===== src/hw/rtl/gre_pkg.sv =====
// package for the graph reachability engine: sizes, op codes and sequencer states
package gre_pkg;

  localparam int MAX_VERTICES = 32;
  localparam int VERTEX_LIMIT = (MAX_VERTICES < 32) ? MAX_VERTICES : 32;
  localparam int ROW_COUNT    = VERTEX_LIMIT;
  localparam int ROW_AW       = $clog2(ROW_COUNT);

  localparam int VC_W = 6;
  localparam logic [VC_W-1:0] VC_RESET  = 6'd32;
  localparam logic [VC_W-1:0] LIMIT_N   = VC_W'(VERTEX_LIMIT);

  localparam logic [1:0] OP_WRITE  = 2'd0;
  localparam logic [1:0] OP_REACH  = 2'd1;
  localparam logic [1:0] OP_COMMON = 2'd2;

  typedef enum logic [2:0] {
    S_IDLE  = 3'b001,
    S_SWEEP = 3'b010,
    S_EMIT  = 3'b100
  } state_t;

endpackage


===== src/hw/rtl/graph_reachability_engine.sv =====
// graph reachability engine: adjacency row store, closure sequencer and result emitter
//
// Input channel (in_valid/in_stall) carries op, row_index, row_bits, start_vertex.
// A transfer happens on a rising edge with in_valid high and in_stall low.
// op 0 stores one adjacency row and yields nothing.
// op 1 emits every vertex reachable from start_vertex, ascending; op 2 emits
// every vertex reachable from all vertices in use. Each run ends with last set;
// an empty answer is one result with found low. op 3 is dropped.
// Output channel (out_valid/out_stall) holds each result in a register until
// transferred; the emitter waits while out_stall is high.
// Closure: one adjacency row is read and ORed into the frontier per cycle; a
// reach takes up to n passes (n = vertex_count in use) and a common-target
// query runs n such reach closures. Emission scans one vertex per cycle while
// the output register is free. in_stall stays high from the accepted query
// until its last result is loaded into the output register.
// cfg_data sets vertex_count through cfg_valid/cfg_ready, always ready.
// Synchronous reset clears all rows (no edges), vertex_count to 32, and the
// output register to empty.
module graph_reachability_engine
  import gre_pkg::*;
(
  input  logic            clk,
  input  logic            rst,
  input  logic            in_valid,
  output logic            in_stall,
  input  logic [1:0]      op,
  input  logic [4:0]      row_index,
  input  logic [31:0]     row_bits,
  input  logic [4:0]      start_vertex,
  output logic            out_valid,
  input  logic            out_stall,
  output logic [4:0]      vertex,
  output logic            found,
  output logic            last,
  input  logic            cfg_valid,
  output logic            cfg_ready,
  input  logic [VC_W-1:0] cfg_data
);

  state_t state, state_next;

  logic [VC_W-1:0] vertex_count;
  logic [VC_W-1:0] n;
  logic [31:0]     mask;

  logic [31:0]     rows [ROW_COUNT];
  logic [ROW_COUNT-1:0] row_valid;
  logic [31:0]     row_q;
  logic            write_en;
  logic            rd_en;
  logic [ROW_AW-1:0] rd_addr;

  logic [31:0]     set, set_next, set_upd;
  logic [31:0]     common, common_next;
  logic [31:0]     ans, ans_next, ans_clr;
  logic            common_mode, common_mode_next;
  logic [4:0]      src, src_next;
  logic [VC_W-1:0] idx, idx_next;
  logic            changed, changed_next;
  logic            rd_pend, rd_pend_next;
  logic [4:0]      rd_idx, rd_idx_next;
  logic [4:0]      k, k_next;

  logic            out_valid_next;
  logic [4:0]      vertex_next;
  logic            found_next;
  logic            last_next;
  logic            slot_free;
  logic            in_xfer;

  assign cfg_ready = 1'b1;
  assign in_stall  = (state != S_IDLE);
  assign in_xfer   = in_valid && !in_stall;
  assign slot_free = !out_valid || !out_stall;

  always_comb begin
    if (vertex_count == '0) begin
      n = VC_W'(1);
    end else if (vertex_count > LIMIT_N) begin
      n = LIMIT_N;
    end else begin
      n = vertex_count;
    end
  end

  assign mask     = 32'hFFFF_FFFF >> (6'd32 - n);
  assign write_en = in_xfer && (op == OP_WRITE) && (32'(row_index) < ROW_COUNT);
  assign rd_addr  = idx[ROW_AW-1:0];
  assign ans_clr  = ans & ~(32'b1 << k);

  always_comb begin
    set_upd = set;
    if (rd_pend && set[rd_idx]) begin
      set_upd = set | (row_q & mask);
    end
  end

  always_comb begin
    state_next       = state;
    set_next         = set;
    common_next      = common;
    ans_next         = ans;
    common_mode_next = common_mode;
    src_next         = src;
    idx_next         = idx;
    changed_next     = changed;
    rd_pend_next     = rd_pend;
    rd_idx_next      = rd_idx;
    k_next           = k;
    rd_en            = 1'b0;
    out_valid_next   = out_valid && out_stall;
    vertex_next      = vertex;
    found_next       = found;
    last_next        = last;

    case (state)
      S_IDLE: begin
        if (in_xfer) begin
          case (op)
            OP_REACH: begin
              common_mode_next = 1'b0;
              if ({1'b0, start_vertex} >= n) begin
                ans_next   = '0;
                k_next     = '0;
                state_next = S_EMIT;
              end else begin
                set_next     = 32'b1 << start_vertex;
                idx_next     = '0;
                changed_next = 1'b0;
                rd_pend_next = 1'b0;
                state_next   = S_SWEEP;
              end
            end
            OP_COMMON: begin
              common_mode_next = 1'b1;
              src_next         = '0;
              set_next         = 32'b1;
              common_next      = mask;
              idx_next         = '0;
              changed_next     = 1'b0;
              rd_pend_next     = 1'b0;
              state_next       = S_SWEEP;
            end
            default: begin
            end
          endcase
        end
      end

      S_SWEEP: begin
        if (set_upd != set) begin
          changed_next = 1'b1;
        end
        if (idx < n) begin
          rd_en        = 1'b1;
          rd_pend_next = 1'b1;
          rd_idx_next  = idx[4:0];
          idx_next     = idx + VC_W'(1);
          set_next     = set_upd;
        end else if (rd_pend) begin
          rd_pend_next = 1'b0;
          set_next     = set_upd;
        end else if (changed) begin
          idx_next     = '0;
          changed_next = 1'b0;
        end else if (!common_mode) begin
          ans_next   = set;
          k_next     = '0;
          state_next = S_EMIT;
        end else begin
          common_next = common & set;
          if ({1'b0, src} == n - VC_W'(1)) begin
            ans_next   = common & set;
            k_next     = '0;
            state_next = S_EMIT;
          end else begin
            src_next     = src + 5'd1;
            set_next     = 32'b1 << (src + 5'd1);
            idx_next     = '0;
            changed_next = 1'b0;
          end
        end
      end

      S_EMIT: begin
        if (slot_free) begin
          if (ans == '0) begin
            out_valid_next = 1'b1;
            vertex_next    = '0;
            found_next     = 1'b0;
            last_next      = 1'b1;
            state_next     = S_IDLE;
          end else begin
            if (ans[k]) begin
              out_valid_next = 1'b1;
              vertex_next    = k;
              found_next     = 1'b1;
              last_next      = (ans_clr == '0);
              ans_next       = ans_clr;
              if (ans_clr == '0) begin
                state_next = S_IDLE;
              end
            end
            k_next = k + 5'd1;
          end
        end
      end

      default: begin
        state_next = S_IDLE;
      end
    endcase
  end

  always_ff @(posedge clk) begin
    if (rst) begin
      state        <= S_IDLE;
      vertex_count <= VC_RESET;
      row_valid    <= '0;
      out_valid    <= 1'b0;
      rd_pend      <= 1'b0;
    end else begin
      state     <= state_next;
      out_valid <= out_valid_next;
      rd_pend   <= rd_pend_next;
      if (cfg_valid && cfg_ready) begin
        vertex_count <= cfg_data;
      end
      if (write_en) begin
        row_valid[row_index[ROW_AW-1:0]] <= 1'b1;
      end
    end
  end

  always_ff @(posedge clk) begin
    if (write_en) begin
      rows[row_index[ROW_AW-1:0]] <= row_bits;
    end
    if (rd_en) begin
      row_q <= row_valid[rd_addr] ? rows[rd_addr] : '0;
    end
  end

  always_ff @(posedge clk) begin
    set         <= set_next;
    common      <= common_next;
    ans         <= ans_next;
    common_mode <= common_mode_next;
    src         <= src_next;
    idx         <= idx_next;
    changed     <= changed_next;
    rd_idx      <= rd_idx_next;
    k           <= k_next;
    vertex      <= vertex_next;
    found       <= found_next;
    last        <= last_next;
  end

  // an empty answer is always a single result
  assert property (@(posedge clk) disable iff (rst) out_valid && !found |-> last)
    else $error("empty result without last");

  assert property (@(posedge clk) disable iff (rst) $onehot(state))
    else $error("sequencer state not one-hot");

  // pending row reads always address a vertex in use
  assert property (@(posedge clk) disable iff (rst)
    (state == S_SWEEP) && rd_pend |-> ({1'b0, rd_idx} < n))
    else $error("row read beyond vertex count");

  // the input side is held off while a query is in progress
  assert property (@(posedge clk) disable iff (rst)
    in_xfer && (op == OP_REACH || op == OP_COMMON) |=> in_stall)
    else $error("query accepted without holding off input");

endmodule


===== config.mk =====
export PLATFORM = sky130hd
export DESIGN_NAME = graph_reachability_engine
export DESIGN_NICKNAME = d
export VERILOG_FILES = /design/src/hw/rtl/gre_pkg.sv /design/src/hw/rtl/graph_reachability_engine.sv
export SDC_FILE = /design/constraint.sdc
export NUM_CORES = 2
export LEC_CHECK = 0
export BUFFER_PORTS_ARGS = -buffer_cell sky130_fd_sc_hd__buf_2
export CELL_PAD_IN_SITES_DETAIL_PLACEMENT = 0
export CELL_PAD_IN_SITES_GLOBAL_PLACEMENT = 2
export CORE_ASPECT_RATIO = 1.5
export CORE_UTILIZATION = 45
export CTS_CLUSTER_DIAMETER = 150
export DETAILED_ROUTE_END_ITERATION = 8
export GPL_TIMING_DRIVEN = 0
export HOLD_SLACK_MARGIN = 0.05
export PLACE_DENSITY_LB_ADDON = 0.1
export RECOVER_POWER = 25
export SYNTH_ARGS = -nofsm -noshare
export SYNTH_HDL_FRONTEND = slang
export SYNTH_SLANG_ARGS = --single-unit

===== constraint.sdc =====
create_clock -name clk -period 6.7 [get_ports clk]
set_input_delay 1.34 -clock clk [delete_from_list [all_inputs] [get_ports clk]]
set_output_delay 1.34 -clock clk [all_outputs]
set_load 0.005 [all_outputs]

==> results by group <==
Timing
  – Final Cycle Share: around 93%
  – Slew headroom: under 10%
  – Fmax: 0.1611 GHz
  – Time the worst path needs with I/O delays and setup: ~6.2 ns
  – RSZ-0062 raised after global routing: false
  – Clock Skews: roughly 0.025 ns
  – Worst slew pin tran: approximately 1.4 ns
  – Final setup margin: between 0.4 and 0.5 ns
  – Hold Worst Slack: 0.4650 ns
  – Slew Limit Fails: 0
  – Endpoints failing setup: 0
  – Final Hold Vio Count: 0

Finish
  – Area Overhead vs Synth: 14.01%
  – Final std cells w/o fill: about 4,300
  – Share of post-route cells with drive strength above 1: roughly 23%
  – NumNets Final: 2,877
  – Fill count: about 9,000

Floorplan
  – Die height: 409.6 um
  – Row count: between 100 and 150
  – Die Wd: about 270 um
  – # IOs: 65
  – Initial Util: between 40% and 50%
  – Die area: 112,100 sq um
  – Core area: approximately 110,000 sq um

Placement
  – Placed cells: slightly above 4,000
  – IO buf count: 61
  – GPL Wtd Cong: around 0.91
  – Hpwl dp: 111,600 um
  – Pre-CTS setup slack: about 0.47 ns

Drt
  – DR pass1 iterations: 5
  – Routed Antenna Nets: 0
  – Final WL: roughly 160,000 um
  – Vias per cell: 6.220
  – Number of remaining DRC errors: 0
  – Routed length per instance: approximately 37 um
  – DR iter-0 viols: approximately 2,500
  – DR vias: approximately 27,000

Global route
  – Initial antenna violation count: 4
  – Overall Global Routing Usage: 29.07%
  – First-pass GRT wire length: around 220,000 um
  – Vias in the first global route: between 20,000 and 30,000
  – Largest net degree at the start of global routing: 33
  – GRT overflow: 0

Logic synthesis
  – Synth Register Bits: ~1,200
  – Syn Area/Cell: between 15 and 20 sq um
  – Gate Count Post-Synth: around 2,600
  – Synth warn: 0
  – Post-synth top area share: between 70 and 80%
  – Post-synth ARST share: 0%
  – Synth area leaders: edfxtp_1 71%, mux4_2 15%, dfxtp_1 1.7%, nor2_1 1.1%, o21ai_0 1.0%
  – Number of synthesized flops with an enable pin: about 1,200
  – Cell taking the most area after synthesis: edfxtp_1
  – Seq/Total Area, Yosys: ~73%
  – Synth Flop Type: edfxtp_1
  – Synthesized area: between 40,000 and 50,000 sq um
  – Synth Net Count: between 2,000 and 3,000
  – Cell variety after synth: 73

Clock tree
  – Hold Buf Count CTS: 0
  – # resized after CTS: 0
  – CTS sink cnt: around 1,200
  – CTS Buf Count: between 100 and 150
  – CTS tree: built
  – Reg clk slew, reported paths: 0.06 ns
  – H-tree depth: 3
  – CTS Root Cell: clkbuf_16
  – # Post-CTS Setup Buffers: 0
  – Clock Latency Late Sink: around 0.75 ns
  – Longest Clk Path Bufs: 3

Worst setup path
  – Req. time, crit path: 7.14 ns
  – Setup Crit Path Kind: flop to flop
  – Critical Path Source Type: flop
  – Crit-path max FO: 10
  – Crit path DAT: around 6.7 ns
  – Crit end category: flop

Pwr
  – Static leakage: approximately 18 nW
  – Pwr dens: ~350 nW/um^2
  – Peak supply drop: roughly 0.24 mV
  – Power consumption: 0.01997 W

Job
  – Maxcap violations: 0

Run status
  – Status: completed

Hold path
  – Worst hold path type: flop to flop
==> registers in the layout (all words and copies together) (netlist names), 5 cells and up <==
signal / count
ans: 32
common: 32
idx: 6
k: 5
rd_idx: 5
row_q: 32
row_valid: 32
rows: 1024
set: 32
src: 5
vertex: 5
vertex_count: 6
==> metrics by stage <==
stage | utilization (%) | setup TNS [ns] | instance area [sq um]
final | 51.76 | 0 | 56830
after detailed placement | 48.38 | 0 | 53120
after floorplan | - | 0 | 49850
after CTS | 51.75 | 0 | 56820
after global placement | 47.31 | -233.33 | 51950
after global routing | 51.75 | 0 | 56830
==> power by group <==
group	internal, W	switching (W)	total, W	leakage (nW)
sequential	0.00889	0.000417	0.00930	11.0
combinational	0.00158	0.00258	0.00416	4.82
clock	0.00355	0.00295	0.00650	1.79
total	0.0140	0.00595	0.0200	17.6
==> Yosys cell counts, types with 12 or more instances <==
master	number
o21a_1	26
o31ai_1	12
dfxtp_1	43
xnor2_1	13
buf_1	39
o21ai_0	102
nand2_1	90
ha_1	31
clkbuf_1	85
nor3_1	14
mux4_2	343
nor2_1	142
a32o_1	12
inv_1	37
a21oi_1	35
mux2i_1	46
o221ai_1	17
o22ai_1	31
a31oi_1	24
nand2b_1	32
nand3_1	35
o211ai_1	13
edfxtp_1	1182
==> per-layer routing <==
layer	wire length [um]	part of all wire [%]	global-route usage, %	vias up
met5	0	0	0	-
met4	8849	5.5	15.59	0
met3	6877	4.3	3.177	300
met2	87590	55	52.73	1007
met1	56740	35	33.36	14470
li1	-	-	-	11130
==> path summary, 6_finish.rpt <==
check,cells after the start,from,endpoint,slack [ns]
hold reg to reg,1,row_valid[1],row_valid[1],0.47
setup / recovery,17,vertex_count[2],ans[23],0.49
hold / removal,1,row_valid[1],row_valid[1],0.47
setup reg to reg,17,vertex_count[2],ans[23],0.49
==> cells in the final DEF, fill, tap and decap left out, types with 17 or more instances in the layout <==
| master | n |
|---|---|
| edfxtp_1 | 1182 |
| mux4_2 | 343 |
| clkbuf_1 | 133 |
| clkbuf_16 | 116 |
| nor2_1 | 109 |
| o21ai_0 | 101 |
| nand2_1 | 90 |
| buf_2 | 51 |
| mux2i_1 | 46 |
| dfxtp_1 | 43 |
| inv_1 | 37 |
| a21oi_1 | 35 |
| nand3_1 | 35 |
| buf_1 | 34 |
| nor2_4 | 33 |
| nand2b_1 | 32 |
| clkinv_1 | 32 |
| o22ai_1 | 31 |
| ha_1 | 31 |
| buf_12 | 29 |
| o21a_1 | 26 |
| a31oi_1 | 24 |
| o221ai_1 | 17 |
==> logic make-up (layout without fill, tap and decap cells) <==
group,Yosys count,after routing,share of synthesized area (%)
buffers and inverters,180,501,1.418
other,1,6,0.007523
XOR/XNOR,16,16,0.2811
multiplexers,390,390,16.44
AO/OA/AOI/OAI,333,333,4.428
AND/OR/NAND/NOR,390,390,3.712
adder cells (fa/ha/maj),31,31,0.7781
flip-flops,1225,1225,72.93
==> cell type report <==
class	count	area, sq um	share of cell area, %
Clock buffer	143	3003	5.284
Antenna cell	5	12.51	0.02202
Sequential cell	1225	36350	63.97
Tap cell	1434	1794	3.157
Inverter	40	150.1	0.2642
Clock inverter	70	698.2	1.228
Timing Repair Buffer	108	1204	2.118
Buffer	140	565.5	0.9951
Multi-Input combinational cell	1161	13050	22.96
==> worst max-delay path: stages (launching register included) <==
cell and delay, ns:
dfxtp_1 0.30, clkbuf_1 0.20, nor4_1 0.45, nor2_1 0.10, nor2_1 0.29, inv_1 0.21, ha_1 0.24, clkbuf_1 0.19
inv_1 0.11, ha_1 0.16, clkbuf_1 0.71, xnor2_1 0.19, nand3_1 0.23, o31ai_1 0.80, a21oi_1 0.25, nor4b_2 0.90
buf_4 0.33, buf_4 0.20
No activity file was read; power rests on OpenSTA's default activity.
